### config.mk
export PLATFORM = sky130hd
export DESIGN_NAME = bpa_ram
export DESIGN_NICKNAME = d
export VERILOG_FILES = /design/src/sv/buddy_page_allocator_assert.svh /design/src/sv/bpa_ram.sv
export SDC_FILE = /design/constraint.sdc
export NUM_CORES = 1
export LEC_CHECK = 0
export BUFFER_PORTS_ARGS = -buffer_cell sky130_fd_sc_hd__buf_4
export CAP_MARGIN = 15
export CORE_MARGIN = 2
export CORE_UTILIZATION = 50
export CTS_BUF_LIST = sky130_fd_sc_hd__clkbuf_8 sky130_fd_sc_hd__clkbuf_16
export CTS_CLUSTER_DIAMETER = 60
export DETAILED_ROUTE_END_ITERATION = 16
export PLACE_DENSITY = 0.68
export SYNTH_ARGS = -nofsm -noshare
export SYNTH_HDL_FRONTEND = slang
export SYNTH_SLANG_ARGS = --single-unit
### constraint.sdc
create_clock -name clk_i -period 3.85 [get_ports clk_i]
set_clock_uncertainty 0.1 [all_clocks]
set_input_delay 0.77 -clock clk_i [delete_from_list [all_inputs] [get_ports clk_i]]
set_output_delay 0.77 -clock clk_i [all_outputs]
set_load 0.01 [all_outputs]
### src/sv/buddy_page_allocator_assert.svh
// Assertion macros for the allocator module.
`ifndef BUDDY_PAGE_ALLOCATOR_ASSERT_SVH
`define BUDDY_PAGE_ALLOCATOR_ASSERT_SVH
`define BPA_ASSERT_NOW(label, clk, rstn, ante, cons) \
  label: assert property (@(posedge clk) disable iff (!rstn) (ante) |-> (cons)) \
    else $error("buddy allocator assertion failed");
`define BPA_ASSERT_NEXT(label, clk, rstn, ante, cons) \
  label: assert property (@(posedge clk) disable iff (!rstn) (ante) |=> (cons)) \
    else $error("buddy allocator assertion failed");
`endif

### src/sv/bpa_ram.sv
module bpa_ram #(
  parameter int WIDTH = 8,
  parameter int DEPTH = 16
) (
  input  logic                                         clk_i,
  input  logic                                         we_i,
  input  logic [((DEPTH > 1) ? $clog2(DEPTH) : 1)-1:0] waddr_i,
  input  logic [WIDTH-1:0]                             wdata_i,
  input  logic [((DEPTH > 1) ? $clog2(DEPTH) : 1)-1:0] raddr_i,
  output logic [WIDTH-1:0]                             rdata_o
);

  logic [WIDTH-1:0] mem [DEPTH];
  logic [WIDTH-1:0] rdata_q;

  always_ff @(posedge clk_i) begin
    if (we_i) begin
      mem[waddr_i] <= wdata_i;
    end
    rdata_q <= mem[raddr_i];
  end

  assign rdata_o = rdata_q;

endmodule

# Word-level counts from Yosys, hierarchy flattened
# Memory sizes are Yosys's and may differ from the RTL's. A register that Yosys moved wholly into a read port is not among the register bits.
# Index checks and enable logic that the tools add are counted.
classes:
  addsub: 0
  mul: 0
  div: 0
  magnitude_cmp: 0
  eq_ne: 0
  shift: 0
  muxes: 2
  n_bitwise: 0
  reduce_logical: 0
ops:
  columns: ["op", "count"]
  rows:
  - ["two-way mux 1 bit", 2]
word_totals:
  regBits: 0
  latchBits: 0
  ramBits: 128
  romBits: 0
  inputBits: 18
  wordCells: 3
  memories: 1
mem_list:
  columns: ["memory", "words", "word_bits", "read_ports", "rd_clocked_by_memory_dff", "wr", "line_no", "rtl"]
  rows:
  - ["mem", 16, 8, 1, 1, 1, "bpa_ram.sv:13", "logic [WIDTH-1:0] mem [DEPTH];"]

# Longest topological paths before layout
# Gate-level depths: netlist of run 1.
depth:
  word_depth: 2
  ltp_mapped: 5
  ltp_nobuf: 3

# Worst setup path before layout of run 1
# No wires, ideal clock.
synth_timing:
  kind: "input to register"
  start: "input waddr_i[2] in the netlist's numbering"
  end: "memory mem[0][0] (enable)"
  t_arrival_ns: 1.880
  setup_slack_ns: 1.487
  stages: 2
  n_path_buf: 0
  cell_sequence: "or3b_2 -> nor3_1"
synth_rtl:
  columns: ["item", "line_no", "rtl"]
  rows:
  - ["start: declaration", "bpa_ram.sv:7", "input logic [((DEPTH > 1) ? $clog2(DEPTH) : 1)-1:0] waddr_i,"]
  - ["end: declaration", "bpa_ram.sv:13", null]
# Straight into the memory's write port.

# Worst setup path after layout of run 1
layout_timing:
  start: "input waddr_i[2] in the netlist's numbering"
  end: "memory mem[1][0] (enable)"
# Straight into the memory's write port.

==> results.json, run 1 <==
{
  "first_pass_iters": 4,
  "syn_area_mm2": 0.00515,
  "cts_tree": "built",
  "cpMaxStageDelayCell": "nor2_1",
  "die_y_um": 105,
  "tightest_slew_ns": 0.927,
  "placed_cell_area_mm2": 0.00545,
  "dp_hpwl_um": 5760,
  "wl_per_cell_um": 23.3,
  "cp_data_arrival_time_ns": 2.05,
  "fin_cells": 416,
  "area_growth_pct": 17.5,
  "fin_setup_tns_ns": 0,
  "ys_warn_count": 0,
  "cts_resized": 0,
  "hold_depth": 1,
  "setup_viol": 0,
  "seq_area_frac_synth_pct": 77.8,
  "num_antenna_cells": 0,
  "grt.met3_usage_pct": 5.26,
  "fin_nets": 285,
  "port_buffers": 25,
  "rsz0062_at_grt": "false",
  "final_common_cell": "edfxtp_1",
  "use_met2_pct": 27.6,
  "grt_max_degree": 33,
  "power_switching_uw": 707,
  "maxCapViolations": 0,
  "fin_crit_sh_pct": 52.3,
  "synthTopCellsByArea": "edfxtp_1 (75%), mux4_2 (7.9%), mux4_1 (7.1%)",
  "synth_top_area_cell": "edfxtp_1",
  "rows": 37,
  "postCtsHoldBufs": 0,
  "p_leak_uw": 0.00203,
  "viasPerCell": 5.73,
  "die_w_um": 105,
  "drv_slew": 0,
  "drive_above_1_share_pct": 28.2,
  "layout_common_cells": "edfxtp_1 (128), buf_4 (29), mux4_2 (18)",
  "power_density_mw_per_mm2": 569,
  "cp.required_ns": 3.89,
  "fin_area_mm2": 0.00605,
  "initial_core_util_pct": 50.8,
  "path_class": "input pin to register",
  "dieArea_mm2": 0.0111,
  "syn-num-nets": 247,
  "synth_cells": 229,
  "cp-start-kind": "input pin",
  "cp_max_fo": 8,
  "slowest_delay_ns": 0.66,
  "cp_cell_sequence": "buf_4 -> or3b_2 -> nor2_1",
  "io_pins": 26,
  "ys_ff_latch": 136,
  "grt.total_usage_pct": 18.8,
  "slew_headroom_pct": 38.0,
  "path_clk_slew_ns": 0.06,
  "p_clk_share_pct": 47.0,
  "fmax_ghz": 0.497,
  "busiest_layer": "met2",
  "grt_first_pass_wirelength_um": 14700,
  "cts_sinks": 136,
  "hold_path_class": "input pin to register",
  "timing_hold_violations_final": 0,
  "htree_levels": 4,
  "max-vdd-ir-drop_uv": 296,
  "place_inst": 384,
  "postCtsSetupBuffers": 0,
  "antenna_found_initial": 0,
  "syn_area_per_cell_um2": 22.5,
  "p_comb_share_pct": 4.6,
  "num_vias": 2385,
  "core_mm2": 0.0101,
  "clk_path_buf_depth": 2,
  "cp-end-kind": "register",
  "drt_wl_total_um": 9700,
  "outcome": "finished, final reports clean",
  "insertion_delay_ns": 0.52,
  "overflow": 0,
  "gp_congestion": 0.776,
  "p_seq_share_pct": 48.4,
  "globalRouteMet1Util_pct": 27.4,
  "root_buffer": "clkbuf_8",
  "drtIter0Drc": 223,
  "cellInternalPower_uw": 2730,
  "numCtsBuffers": 17,
  "min_period_ns": 2.01,
  "yosysTopAreaCellShare_pct": 74.7,
  "reg2reg_depth": 3,
  "grt_pass1_vias": 2426,
  "drtAntennaViolNets": 0,
  "switching_share_pct": 20.5,
  "drc": 0,
  "synth_cell_types": 19
}
-- metal layers --
layer	vias to the layer above	part of all wire (%)	routed length, µm
li1	1051	-	-
met1	1213	42	4080
met2	109	49	4760
met3	12	7.7	744
met4	0	1.2	112
met5	-	0	0
-- state kept, by name (all words and copies together), names as in the netlist --
signal	count
mem	128
rdata_o	8
-- worst max-delay path, delay by kind of cell --
family	cells	cell delay [ns]
AND/OR/NAND/NOR	2	1.16
buffers and inverters	1	0.12
-- stage by stage --
step	hold WS, ns	power [µW]	worst slack, ns	utilization (%)
global placement	0.568	1850	1.33	53.7
CTS	0.456	3460	1.84	59.7
detailed placement	0.573	1860	1.31	53.7
global route	0.471	3530	1.77	59.7
floorplan	0.529	1780	1.49	-
finish	0.466	3440	1.84	59.7
-- cell usage after synthesis --
master	instances
edfxtp_1	128
clkdlybuf4s25_2	3
buf_6	3
buf_4	1
nor2b_1	1
dfxtp_1	8
nand3_1	1
nor3_1	4
a22oi_1	16
mux4_2	18
and2_1	1
mux4_1	14
and2b_1	1
nand2b_1	2
nand2_1	9
nand3b_1	2
buf_2	3
nor2_1	13
or3b_2	1
-- final cells by class --
type	count	area (µm²)
fillers	723	4090
well taps	136	170
repair buffers	29	218
clock inverters	14	171
flip-flops and latches	136	4000
clock buffers	18	428
multi-input cells	83	1060
-- kinds of logic after synthesis --
group	after synthesis	share of synthesized area, %
simple gates	35	3.18
compound gates	16	2.33
flops	136	77.8
buf+inv	10	1.68
mux	32	15.0
-- power by group through the flow --
| stage | sequential (µW) | combinational (µW) | clock [µW] |
|---|---|---|---|
| after detailed placement | 1700 | 158 | 0 |
| final | 1670 | 157 | 1620 |
| after CTS | 1670 | 160 | 1630 |
| after floorplan | 1700 | 84.0 | 0 |
| after global routing | 1670 | 170 | 1690 |
| after global placement | 1700 | 156 | 0 |
-- final timing paths --
kind                                 start          to  slack (ns)
worst max register to register   mem[1][4]  rdata_o[4]        2.36
worst min register to register   mem[3][2]  rdata_o[2]        0.60
worst max-delay path            waddr_i[2]   mem[1][0]        1.84
worst min-delay path            wdata_i[4]   mem[6][4]        0.47
Note: power is estimated with default switching activity, not from simulation.
==> run 2, diff against run 1 <==
- clock period: 3.85 -> 2 ns (I/O delays scaled with it)
==> run 2 against run 1 <==
Effect of this change: sequential power grew 92%; cell count up 4.3%; count of clock-buffer cells in the layout decreased by 1; clock power is 81% higher; core utilization grew 1.4 points; non-clock buffer count increased by 18; critical path type is now register to output port; critical endpoint is now rdata_o[4]; largest cell class unchanged.
==> results.json, run 2 (same netlist as run 1, synthesis figures left out) <==
{
  "outcome": "finished, final reports clean",
  "cp_cell_sequence": "buf_4",
  "fin_crit_sh_pct": 76.5,
  "viasPerCell": 5.59,
  "die_y_um": 105,
  "port_buffers": 25,
  "largest_reg_flops": 128,
  "die_w_um": 105,
  "cp-start-kind": "register",
  "dieArea_mm2": 0.0111,
  "drtAntennaViolNets": 0,
  "fmax_ghz": 0.653,
  "fin_util_pct": 61.1,
  "cp-end-kind": "output port",
  "cp_max_fo": 1,
  "timing_hold_violations_final": 0,
  "drc": 0,
  "overflow": 0,
  "n_fill_cell": 729,
  "p_leak_uw": 0.00210,
  "cp.required_ns": 1.50,
  "core_mm2": 0.0101,
  "layout_common_cells": "edfxtp_1 (128), buf_4 (44), mux4_2 (18)",
  "min_period_ns": 1.53,
  "critPathTopFamily": "flip-flops",
  "cts_tree": "built",
  "cts_resized": 0,
  "drt_wl_total_um": 9540,
  "fin_nets": 303,
  "slowest_delay_ns": 0.37,
  "drv_slew": 0,
  "place_worst_setup_slack_ns": 0.0927,
  "final_common_cell": "edfxtp_1",
  "setup_viol": 0,
  "path_clk_slew_ns": 0.06,
  "io_pins": 26,
  "regMostFlops": "mem",
  "num_antenna_cells": 0,
  "slew_headroom_pct": 74.0,
  "grt_pass1_vias": 2494,
  "drtIter0Drc": 168,
  "max-vdd-ir-drop_uv": 526,
  "gp_congestion": 0.739,
  "cp_data_arrival_time_ns": 1.03,
  "postCtsHoldBufs": 0,
  "maxCapViolations": 0,
  "rsz0062_at_grt": "false",
  "fin_setup_tns_ns": 0,
  "wl_per_cell_um": 22.0,
  "critPathBufInv": 1,
  "clk_path_buf_depth": 2,
  "first_pass_iters": 5,
  "cts_sinks": 136,
  "fin_area_mm2": 0.00619,
  "insertion_delay_ns": 0.52,
  "grt.total_usage_pct": 18.8,
  "dp_hpwl_um": 6060,
  "antenna_found_initial": 0,
  "path_class": "register to output port",
  "drive_above_1_share_pct": 32.2,
  "area_growth_pct": 20.3,
  "tightest_slew_ns": 0.390,
  "numCtsBuffers": 17,
  "grt_first_pass_wirelength_um": 14800,
  "hold_path_class": "input pin to register",
  "initial_core_util_pct": 50.8,
  "grt_max_degree": 26,
  "setup_slack_ns": 0.470,
  "htree_levels": 4,
  "power_density_mw_per_mm2": 1050,
  "num_vias": 2428,
  "cpMaxStageDelayCell": "dfxtp_1",
  "root_buffer": "clkbuf_8",
  "postCtsSetupBuffers": 0,
  "placed_cell_area_mm2": 0.00562,
  "rows": 37
}
run 2: final timing paths:
kind                                   end       start  cells past startpoint  slack (ns)
worst max-delay path            rdata_o[4]  rdata_o[4]                      1        0.47
worst min-delay path             mem[5][0]  wdata_i[0]                      1        0.09
worst max register to register  rdata_o[4]   mem[9][4]                      3        0.51
worst min register to register  rdata_o[5]  mem[14][5]                      3        0.57
run 2: per-stage QoR:
| step | hold slack [ns] | power [µW] | instances |
|---|---|---|---|
| 6_report | 0.0899 | 6470 | 434 |
| 5_1_grt | 0.0713 | 6670 | 434 |
| 4_1_cts | 0.0684 | 6530 | 434 |
| 3_5_place_dp | 0.555 | 3590 | 402 |
| 3_3_place_gp | 0.552 | 3580 | 402 |
| 2_1_floorplan | 0.399 | 3430 | 229 |
run 2: where the power goes:
| group | internal (µW) | switching, µW |
|---|---|---|
| sequential | 3190 | 19.6 |
| combinational | 154 | 169 |
| clock | 1770 | 1170 |
| total | 5110 | 1360 |
run 2: cell type report:
| type | count | area [µm²] | share of cell area [%] |
|---|---|---|---|
| Tap cell | 136 | 170 | 2.75 |
| Multi-Input combinational cell | 83 | 1060 | 17.1 |
| Clock inverter | 15 | 155 | 2.51 |
| Sequential cell | 136 | 4000 | 64.7 |
| Timing Repair Buffer | 47 | 390 | 6.31 |
| Clock buffer | 17 | 414 | 6.69 |
run 2: layer usage:
| layer | track usage, % | vias to the layer above | share of wire (%) |
|---|---|---|---|
| met2 | 28.3 | 84 | 49 |
| met1 | 26.6 | 1255 | 43 |
| met5 | 0 | - | 0 |
| li1 | - | 1082 | - |
| met3 | 6.31 | 7 | 6.9 |
| met4 | 5.43 | 0 | 0.95 |
