File: config.mk
export PLATFORM = sky130hd
export DESIGN_NAME = bpa_cnt
export DESIGN_NICKNAME = d
export VERILOG_FILES = /design/src/sv/buddy_page_allocator_assert.svh /design/src/sv/bpa_pkg.sv /design/src/sv/bpa_cnt.sv
export SDC_FILE = /design/constraint.sdc
export NUM_CORES = 1
export LEC_CHECK = 0
export ABC_AREA = 1
export BUFFER_PORTS_ARGS = -buffer_cell sky130_fd_sc_hd__buf_2
export CAP_MARGIN = 20
export CORE_ASPECT_RATIO = 1.25
export CORE_UTILIZATION = 25
export DETAILED_ROUTE_END_ITERATION = 7
export PLACE_DENSITY = 0.38
export SYNTH_ARGS = -nofsm -noshare
export SYNTH_HDL_FRONTEND = slang
export SYNTH_SLANG_ARGS = --single-unit
export TNS_END_PERCENT = 50
File: constraint.sdc
create_clock -name clk_i -period 2.3 [get_ports clk_i]
set_input_delay 0.345 -clock clk_i [delete_from_list [all_inputs] [get_ports clk_i]]
set_output_delay 0.345 -clock clk_i [all_outputs]
set_load 0.01 [all_outputs]
File: src/sv/buddy_page_allocator_assert.svh
// Assertion macros for the allocator module.
`ifndef BUDDY_PAGE_ALLOCATOR_ASSERT_SVH
`define BUDDY_PAGE_ALLOCATOR_ASSERT_SVH
`define BPA_ASSERT_NOW(label, clk, rstn, ante, cons) \
  label: assert property (@(posedge clk) disable iff (!rstn) (ante) |-> (cons)) \
    else $error("buddy allocator assertion failed");
`define BPA_ASSERT_NEXT(label, clk, rstn, ante, cons) \
  label: assert property (@(posedge clk) disable iff (!rstn) (ante) |=> (cons)) \
    else $error("buddy allocator assertion failed");
`endif

File: src/sv/bpa_pkg.sv
package bpa_pkg;

  localparam int ORD_W = 6;
  localparam int CNT_ORD_W = 5;

  typedef enum logic [1:0] {
    CFG_TOTAL  = 2'd0,
    CFG_BASE   = 2'd1,
    CFG_PAGES  = 2'd2,
    CFG_UNUSED = 2'd3
  } cfg_idx_e;

  typedef enum logic [2:0] {
    ST_OK    = 3'd0,
    ST_FEW   = 3'd1,
    ST_BIG   = 3'd2,
    ST_NOBLK = 3'd3,
    ST_ZERO  = 3'd4
  } status_e;

  typedef enum logic [4:0] {
    S_CLR, S_RB, S_IDLE, S_DEC, S_SRCH, S_ALOOP, S_ASPLIT, S_AP1, S_AP2, S_ARED,
    S_ANEXT, S_ATAKE, S_FRED, S_FUL, S_FMRG, S_FMCK, S_FMUP, S_FPUSH, S_FIN,
    S_ULRD, S_ULEX, S_PURD, S_PUCK, S_PUWR, S_PULK
  } state_e;

  typedef struct packed {
    logic                 clr;
    logic                 add;
    logic                 sub;
    logic [CNT_ORD_W-1:0] ord;
  } cnt_op_t;

  function automatic logic [ORD_W-1:0] ceil_order(input logic [31:0] n);
    logic [ORD_W-1:0] o;
    o = ORD_W'(32);
    for (int i = 32; i >= 0; i--) begin
      if ((33'(1) << i) >= {1'b0, n}) begin
        o = ORD_W'(i);
      end
    end
    return o;
  endfunction

  function automatic logic [CNT_ORD_W-1:0] floor_order(input logic [15:0] v);
    logic [CNT_ORD_W-1:0] o;
    o = '0;
    for (int i = 0; i < 16; i++) begin
      if (v >= (16'(1) << i)) begin
        o = CNT_ORD_W'(i);
      end
    end
    return o;
  endfunction

endpackage

File: src/sv/bpa_cnt.sv
module bpa_cnt #(
  parameter int CW = 31
) (
  input  logic              clk_i,
  input  logic              rst_ni,
  input  bpa_pkg::cnt_op_t  op_i,
  output logic [CW-1:0]     count_o,
  output logic [15:0]       sat_o
);

  import bpa_pkg::*;

  logic [CW-1:0] count_q, count_d, delta;

  assign delta = CW'(1) << op_i.ord;

  always_comb begin
    priority if (op_i.clr) begin
      count_d = '0;
    end else if (op_i.add) begin
      count_d = count_q + delta;
    end else if (op_i.sub) begin
      count_d = count_q - delta;
    end else begin
      count_d = count_q;
    end
  end

  always_ff @(posedge clk_i or negedge rst_ni) begin
    if (!rst_ni) begin
      count_q <= '0;
    end else begin
      count_q <= count_d;
    end
  end

  assign count_o = count_q;
  assign sat_o   = (count_q > CW'(16'hFFFF)) ? 16'hFFFF : count_q[15:0];

endmodule

### Word-level counts from Yosys, hierarchy flattened

Index checks and enable logic that the tools add are counted.

| operators by class | value |
|---|---|
| mux-type cells | 4 |
| reductions and logical operators | 1 |
| shifts and indexed selects | 1 |
| add/subtract/negate cells | 2 |
| order comparisons | 1 |

Operators with widths:

| kind | number |
|---|---|
| $mux 31 | 3 |
| $add 31x31->31 | 1 |
| $gt 31x16->1 const B | 1 |
| $shl 1x5->31 const A | 1 |
| $sub 31x31->31 | 1 |
| $mux 16 | 1 |
| $reduce_bool 3->1 | 1 |

| storage, ports and cells | value |
|---|---|
| word-level logic and storage cells | 10 |
| bits in registers | 31 |
| output and inout bits | 47 |
| bits of input ports | 10 |

### Logic depth before layout (Yosys ltp)

Gate-level depths: netlist of run 1.

| depth | value |
|---|---|
| depth after elaboration | 5 |
| depth in mapped cells | 25 |
| depth with buffers taken out | 24 |

### Worst setup path after synthesis of run 1

OpenSTA, ideal clock, no wires.

| timing | value |
|---|---|
| path kind | input to register |
| from | in op_i[1] (netlist name) |
| to | reg count_q[19] (netlist: count_o[19]) |
| data required time | 2.183 ns |
| stages on the path | 18 |
| data arrival time | 2.721 ns |
| library setup time | 0.117 ns |
| setup slack | -0.538 ns |
| cell sequence | nor2_2 nand2_1 nor2_1 inv_1 ha_1 nand3_2 nor2_4 a21oi_1 xnor2_1 ha_1 a21oi_1 o21a_1 nand3_1 nand3_1 nand2_1 or2_2 nand3_1 nand2_1 |

| on the way | value |
|---|---|
| cells in the longest elaborated chain, start to end | 5 |

Ends and longest elaborated chain:

| what | RTL line | source |
|---|---|---|
| start: declaration | bpa_cnt.sv:6 | `input bpa_pkg::cnt_op_t op_i,` |
| $shl 1x5->31 (*) | bpa_cnt.sv:15 | `assign delta = CW'(1) << op_i.ord;` |
| $sub 31x31->31 | bpa_cnt.sv:23 | `count_d = count_q - delta;` |
| $mux 31 | bpa_cnt.sv:22 | `end else if (op_i.sub) begin` |
| $mux 31 (*) | bpa_cnt.sv:20 | `end else if (op_i.add) begin` |
| $mux 31 (*) | bpa_cnt.sv:18 | `priority if (op_i.clr) begin` |
| end signal: assignment | bpa_cnt.sv:33 | `count_q <= count_d;` |
| end: declaration | bpa_cnt.sv:13 | `logic [CW-1:0] count_q, count_d, delta;` |

Mark *: on every way between the ends. The rest lies on a longest branch, timed or not. The select of a mux whose other input is x is not followed.
A chain may end at the register's enable or synchronous reset.

### Worst setup path in the final report of run 1

| timing | value |
|---|---|
| from | in op_i[2] (netlist name) |
| to | reg count_q[30] (netlist: count_o[30]) |

Same word-level chain as after synthesis.

==> results.py, run 1 <==
metrics = {
    "outcome": {
        "status": "finished, violations left",
        "violations": "setup timing",
    },
    "layout": {
        "area_delta_synth_final_pct": 94.0,
        "largest_register_ffs": 31,
        "diodes": 0,
        "final_layout_size_suffix_gt1_share_pct": 58.1,
        "nNetsFinal": 962,
        "postLayoutCellArea_um2": 7750,
    },
    "logic_synthesis": {
        "synth_edf_count": 0,
        "avgSynthCellArea_um2": 6.05,
        "synth_fp_nets": 707,
        "synthCells": 661,
        "ys_seq_area_share_pct": 19.4,
        "async_reset_ff_share_pct": 100,
        "mappedNetlistArea_um2": 4000,
        "synth_cell_type_count": 36,
        "synth_top_flop_cell": "dfrtp_1",
        "ys_warn_count": 0,
        "ys_seq_elements": 31,
    },
    "routing": {
        "finalWirelength_mm": 18.3,
        "vias_per_cell": 4.77,
        "detail-route-antenna-nets": 0,
        "vias": 5382,
        "first_iter_violations": 197,
        "firstDrtPassIters": 4,
        "avgRoutedWirePerCell_um": 16.2,
        "drc": 0,
    },
    "clock_tree": {
        "cts.path.max_buffers": 2,
        "clock-sinks": 31,
        "clkLatencyLatePin_ns": 0.29,
        "cts_root_buffer": "clkbuf_16",
        "cts_tree": "yes",
        "cts_hold_buf": 0,
        "cts.clk_slew.worst_paths_ns": 0.05,
        "htree_levels": 2,
        "cts_made_buffers": 5,
    },
    "placement": {
        "portBuffers": 56,
        "placed_cell_area_um2": 6010,
        "dp_slack_ns": -0.918,
        "gp_congestion": 1.01,
        "detailed_place_hpwl_mm": 14.0,
    },
    "sta": {
        "slew_headroom_pct": 45.5,
        "worstMarginPinSlew_ns": 0.818,
        "fin_crit_ns": 2.69,
        "slew_viol_final": 0,
        "finalClockSkew_ns": 0.00503,
        "fmax_mhz": 372,
        "worst_slack_ns": -0.388,
        "hold_ws_ns": 0.146,
        "hold_viol": 0,
        "setup-tns-final_ns": -6.91,
        "rsz0062_at_grt": "yes",
        "setup_viol": 26,
        "finalCritPeriodShare_pct": 117,
    },
    "power": {
        "ir_worst_vdd_mv": 0.265,
        "p_leak_nw": 3.82,
        "powerDensity_nw_per_um2": 525,
        "pwr-share-seq_pct": 20.2,
        "p_sw_share_pct": 45.5,
        "pwr-share-clk_pct": 16.6,
        "switching_power_mw": 1.85,
        "combPwrFrac_pct": 63.2,
        "p_total_mw": 4.07,
        "internal_power_mw": 2.22,
    },
    "floorplanning": {
        "die_x_um": 115,
        "io_pins": 57,
        "die-area_um2": 16500,
        "core_um2": 15600,
        "rows": 51,
        "initial_utilization_pct": 25.6,
        "die_h_um": 143,
    },
    "global_routing": {
        "grt_use_total_pct": 22.7,
        "grt_remaining_overflow": 0,
        "grt_pass1_wl_mm": 28.4,
        "grt_antenna_before_repair": 0,
        "grt_max_degree": 32,
        "grt_pass1_vias": 5374,
    },
    "setup_path": {
        "crit_fanout": 9,
        "crit_path_top_delay_cell": "ha_1",
        "slowest_delay_ns": 0.38,
        "cpMostUsedCell": "nand3_1",
        "worst-endpoint-required_ns": 2.48,
        "r2r_start": "count_o[0]",
        "crit_buf_inv": 5,
        "r2r_setup_slack_ns": 0.09,
        "r2r_cells": 13,
        "reg2reg_to": "count_o[26]",
        "critPathTopFamily": "compound AO/OA/AOI/OAI gates",
        "cp.arrival_ns": 2.87,
        "path_cells": "buf_8, buf_8, nand3_1, buf_4, inv_1, buf_4, nand3_1, o21ai_0, ha_1, a21oi_1, o21ai_0, a21oi_2, nand2_2, a21oi_4, nand3_2, nand3_1, nand2_1",
        "end_kind": "flip-flop",
        "worst_setup_path_start_kind": "input pin",
        "crit_type": "in2reg",
    },
    "job": {
        "cap_violations": 0,
    },
    "min_path": {
        "min_path_type": "in2async",
    },
}
## per-stage QoR
| stage | instances | utilization (%) |
|---|---|---|
| final | 1129 | 49.6 |
| after global routing | 1129 | 49.6 |
| after CTS | 1121 | 45.5 |
| after detailed placement | 1094 | 38.5 |
| after global placement | 1094 | 38.5 |
| after floorplan | 661 | - |
## metal layers
| metal | vias to the layer above | global-route usage (%) | wire length, µm |
|---|---|---|---|
| li1 | 2713 | - | - |
| met5 | - | 0 | 0 |
| met3 | 22 | 2.91 | 527 |
| met1 | 2547 | 26.7 | 7710 |
| met4 | 0 | 5.88 | 368 |
| met2 | 100 | 42.6 | 9670 |
## cells in the final DEF (no fill, tap or decap), drive strengths merged, types with 6 or more instances in the layout
master	Yosys	routed
dfrtp	31	31
buf	6	258
nand3	55	55
clkbuf	4	7
o21ai	65	65
a21oi	53	53
nor2	67	67
inv	78	78
nor3	16	16
o22ai	8	8
xnor2	6	6
nand2	196	196
xor2	7	7
ha	35	35
## cells in the mapped netlist (6+ instances only)
master   count  share of area (%)
a21oi_1     53                6.6
xor2_1       7                1.5
buf_2        6               0.75
ha_1        35                 11
o21ai_1      7               0.88
nand3_1     50                6.3
nor2_1      57                5.4
inv_1       72                6.8
o21ai_0     57                7.1
dfrtp_1     31                 19
nor3_1      16                2.0
o22ai_1      8                1.3
nand2_1    194                 18
inv_2        6               0.56
xnor2_1      6                1.3
## layout make-up
cell class              count  area (µm²)
fillers                  1571        7880
well taps                 212         265
repair buffers            258        1920
multi-input cells         542        4350
clock buffers               7         133
inverters                  78         310
clock inverters             1        5.00
flip-flops and latches     31         777
## timing repair
item | in CTS | in global routing
pin swaps | 79 | 82
setup buffers | 19 | 9
endpoints found under the setup margin | 44 | 44
resized for setup | 204 | 139
## worst max-delay path by stage
stage,startpoint,end,depth (start not counted)
final,op_i[2],count_o[30],17
after floorplan,op_i[2],count_o[29],21
after CTS,op_i[4],count_o[27],21
after global routing,op_i[1],count_o[30],23
after detailed placement,op_i[0],count_o[13],17
after global placement,op_i[3],count_o[20],19
## logic make-up after synthesis
logic type | synth area share, %
AOI/OAI and AO/OA | 18.8
buffers and inverters | 8.45
adders and majority gates | 11.5
DFF | 19.4
and+or+nand+nor | 39.0
xor gates and xnor gates | 2.85
## power groups by stage
stage	clock network [mW]	registers, mW	logic [mW]
6_report	0.677	0.822	2.57
5_1_grt	0.707	0.838	2.80
4_1_cts	0.694	0.811	2.28
3_5_place_dp	0	0.799	1.90
3_3_place_gp	0	0.794	1.90
2_1_floorplan	0	0.799	0.945
(Power assumes the default switching activity.)
==> run 2: changes to the inputs <==
ABC_AREA = unset   (was 1)
PLACE_DENSITY = unset   (was 0.38)
==> results.py, run 2 <==
metrics = {
    "sta": {
        "worst_slack_ns": -1.22,
        "setup_viol": 29,
        "finalClockSkew_ns": 0.00760,
        "finalCritPeriodShare_pct": 153,
        "slew_viol_final": 0,
        "hold_viol": 0,
        "slew_headroom_pct": 44.8,
        "rsz0062_at_grt": "yes",
        "worstMarginPinSlew_ns": 0.828,
        "fmax_mhz": 284,
        "fin_crit_ns": 3.52,
    },
    "outcome": {
        "status": "finished, violations left",
        "violations": "DRC, setup timing",
    },
    "setup_path": {
        "crit_fanout": 7,
        "end_kind": "flip-flop",
        "r2r_cells": 11,
        "r2r_start": "count_o[0]",
        "crit_type": "in2reg",
        "r2r_setup_slack_ns": -0.44,
        "worst-endpoint-required_ns": 2.46,
        "reg2reg_to": "count_o[30]",
        "cp-startpoint": "op_i[2]",
        "worst_setup_path_start_kind": "input pin",
        "crit_end": "count_o[30]",
        "cp.arrival_ns": 3.68,
    },
    "logic_synthesis": {
        "synth_edf_count": 0,
        "synth_cell_type_count": 70,
        "yosysMostFrequentCell": "nand2_1",
        "synth_area_leaders": "dfrtp_1 (21%), ha_1 (12%), nand2_1 (6.8%)",
        "synthCells": 503,
        "avgSynthCellArea_um2": 7.39,
        "yosysTopAreaCell": "dfrtp_1",
        "mappedNetlistArea_um2": 3720,
        "synth_top_area_share_pct": 20.9,
        "synth_fp_nets": 549,
        "synthTopCellsByCount": "nand2_1 (67), nor2_1 (50), a21oi_1 (46)",
        "ys_seq_elements": 31,
        "ys_warn_count": 0,
        "synth_top_flop_cell": "dfrtp_1",
        "ys_seq_area_share_pct": 20.9,
        "async_reset_ff_share_pct": 100,
    },
    "routing": {
        "detail-route-antenna-nets": 0,
        "finalWirelength_mm": 14.8,
        "firstDrtPassIters": 6,
        "drc": 8,
        "vias": 4629,
        "avgRoutedWirePerCell_um": 16.3,
        "first_iter_violations": 221,
        "vias_per_cell": 5.10,
    },
    "clock_tree": {
        "cts_hold_buf": 0,
        "cts_made_buffers": 5,
        "clkLatencyLatePin_ns": 0.29,
        "cts.clk_slew.worst_paths_ns": 0.06,
        "htree_levels": 2,
        "cts_root_buffer": "clkbuf_16",
        "clock-sinks": 31,
        "cts_tree": "yes",
        "cts.path.max_buffers": 2,
    },
    "min_path": {
        "min_path_type": "in2async",
    },
    "power": {
        "combPwrFrac_pct": 59.2,
        "powerDensity_nw_per_um2": 547,
        "pwr-share-clk_pct": 19.9,
        "p_total_mw": 3.50,
        "p_sw_share_pct": 40.0,
        "switching_power_mw": 1.40,
        "pwr-share-seq_pct": 20.8,
        "ir_worst_vdd_mv": 0.290,
        "internal_power_mw": 2.10,
        "p_leak_nw": 2.99,
    },
    "layout": {
        "layout_commonest_cell": "buf_4",
        "diodes": 0,
        "nNetsFinal": 775,
        "utilization_pct": 44.2,
        "final_cell_mix": "buf_4 (180), nand2_1 (63), buf_2 (54), nor2_1 (41), a21oi_1 (34)",
        "largest_register_ffs": 31,
        "area_delta_synth_final_pct": 72.1,
        "final_layout_size_suffix_gt1_share_pct": 50.9,
    },
    "floorplanning": {
        "core_um2": 14500,
        "rows": 49,
        "die_x_um": 111,
        "die_h_um": 138,
        "io_pins": 57,
        "initial_utilization_pct": 25.7,
        "die-area_um2": 15400,
    },
    "global_routing": {
        "grt_pass1_vias": 4647,
        "grt_remaining_overflow": 0,
        "grt_antenna_before_repair": 0,
        "grt_pass1_wl_mm": 23.1,
        "grt_use_total_pct": 18.8,
        "grt_max_degree": 32,
    },
    "job": {
        "cap_violations": 0,
    },
    "placement": {
        "gp_congestion": 0.900,
        "detailed_place_hpwl_mm": 10.6,
        "portBuffers": 56,
    },
}
==> run 2: timing repair <==
item                                    4_1_cts  5_1_grt
pin swaps                                    57       35
setup buffers                                13       10
endpoints found under the setup margin       44       44
gates resized for setup                      72       51
==> run 2: kinds of logic after synthesis <==
logic type / count (synthesis) / synth area share, %
simple gates: 196 / 25.1
compound gates: 171 / 30.4
fa+ha+maj: 36 / 12.3
mux: 3 / 0.841
buf+inv: 41 / 4.61
xor+xnor: 25 / 5.89
flops: 31 / 20.9
==> run 2: area by class of cell <==
type	count	area (µm²)
clock buffers	6	139
clock inverters	1	5.00
fillers	1393	8070
inverters	11	41.3
multi-input cells	431	3430
flip-flops and latches	31	776
well taps	178	223
repair buffers	249	1790
==> run 2: worst min path at each step <==
stage           start     endpoint  slack [ns]  depth (start not counted)
3_5_place_dp   rst_ni  count_o[26]        0.50                          1
4_1_cts        rst_ni  count_o[28]        0.20                          1
5_1_grt        rst_ni  count_o[15]        0.23                          1
6_report       rst_ni  count_o[26]        0.15                          1
2_1_floorplan  rst_ni   count_o[0]        0.05                          0
3_3_place_gp   rst_ni  count_o[26]        0.50                          1
==> run 2: routing by layer <==
metal | global-route usage, % | vias to the layer above | routed length, µm
li1 | - | 2262 | -
met1 | 21.9 | 2184 | 5910
met2 | 33.7 | 134 | 7560
met3 | 2.28 | 49 | 611
met4 | 9.32 | 0 | 677
met5 | 0 | - | 0
==> run 2: power groups by stage <==
stage,registers [mW],logic (mW),clock network [mW]
after floorplan,0.763,0.897,0
final,0.729,2.08,0.699
after global routing,0.741,2.27,0.719
after detailed placement,0.726,1.81,0
after global placement,0.725,1.80,0
after CTS,0.719,1.95,0.708
==> run 2: critical path: stages <==
cell       delay, ns
buf_6           0.09
or2_4           0.27
nor2_4          0.12
nand2_2         0.08
ha_4            0.20
or2_4           0.28
buf_6           0.15
a31oi_4         0.13
o21ai_1         0.08
ha_1            0.32
o21a_2          0.16
o31ai_4         0.08
o2bb2ai_4       0.16
o21ai_4         0.20
o31ai_4         0.11
o41ai_2         0.30
mux2i_1         0.25
mux2_1          0.33
==> run 2: through the flow <==
stage / setup slack [ns] / TNS, ns / hold WS (ns) / instances / area (µm²)
4_1_cts: -1.13 / -22.11 / 0.198 / 899 / 6050
6_report: -1.22 / -23.07 / 0.152 / 907 / 6400
3_5_place_dp: -1.56 / -33.24 / 0.500 / 880 / 5490
5_1_grt: -1.34 / -26.61 / 0.228 / 907 / 6400
2_1_floorplan: -1.33 / -22.97 / 0.0494 / 503 / 3850
3_3_place_gp: -1.48 / -32.17 / 0.501 / 880 / 5490
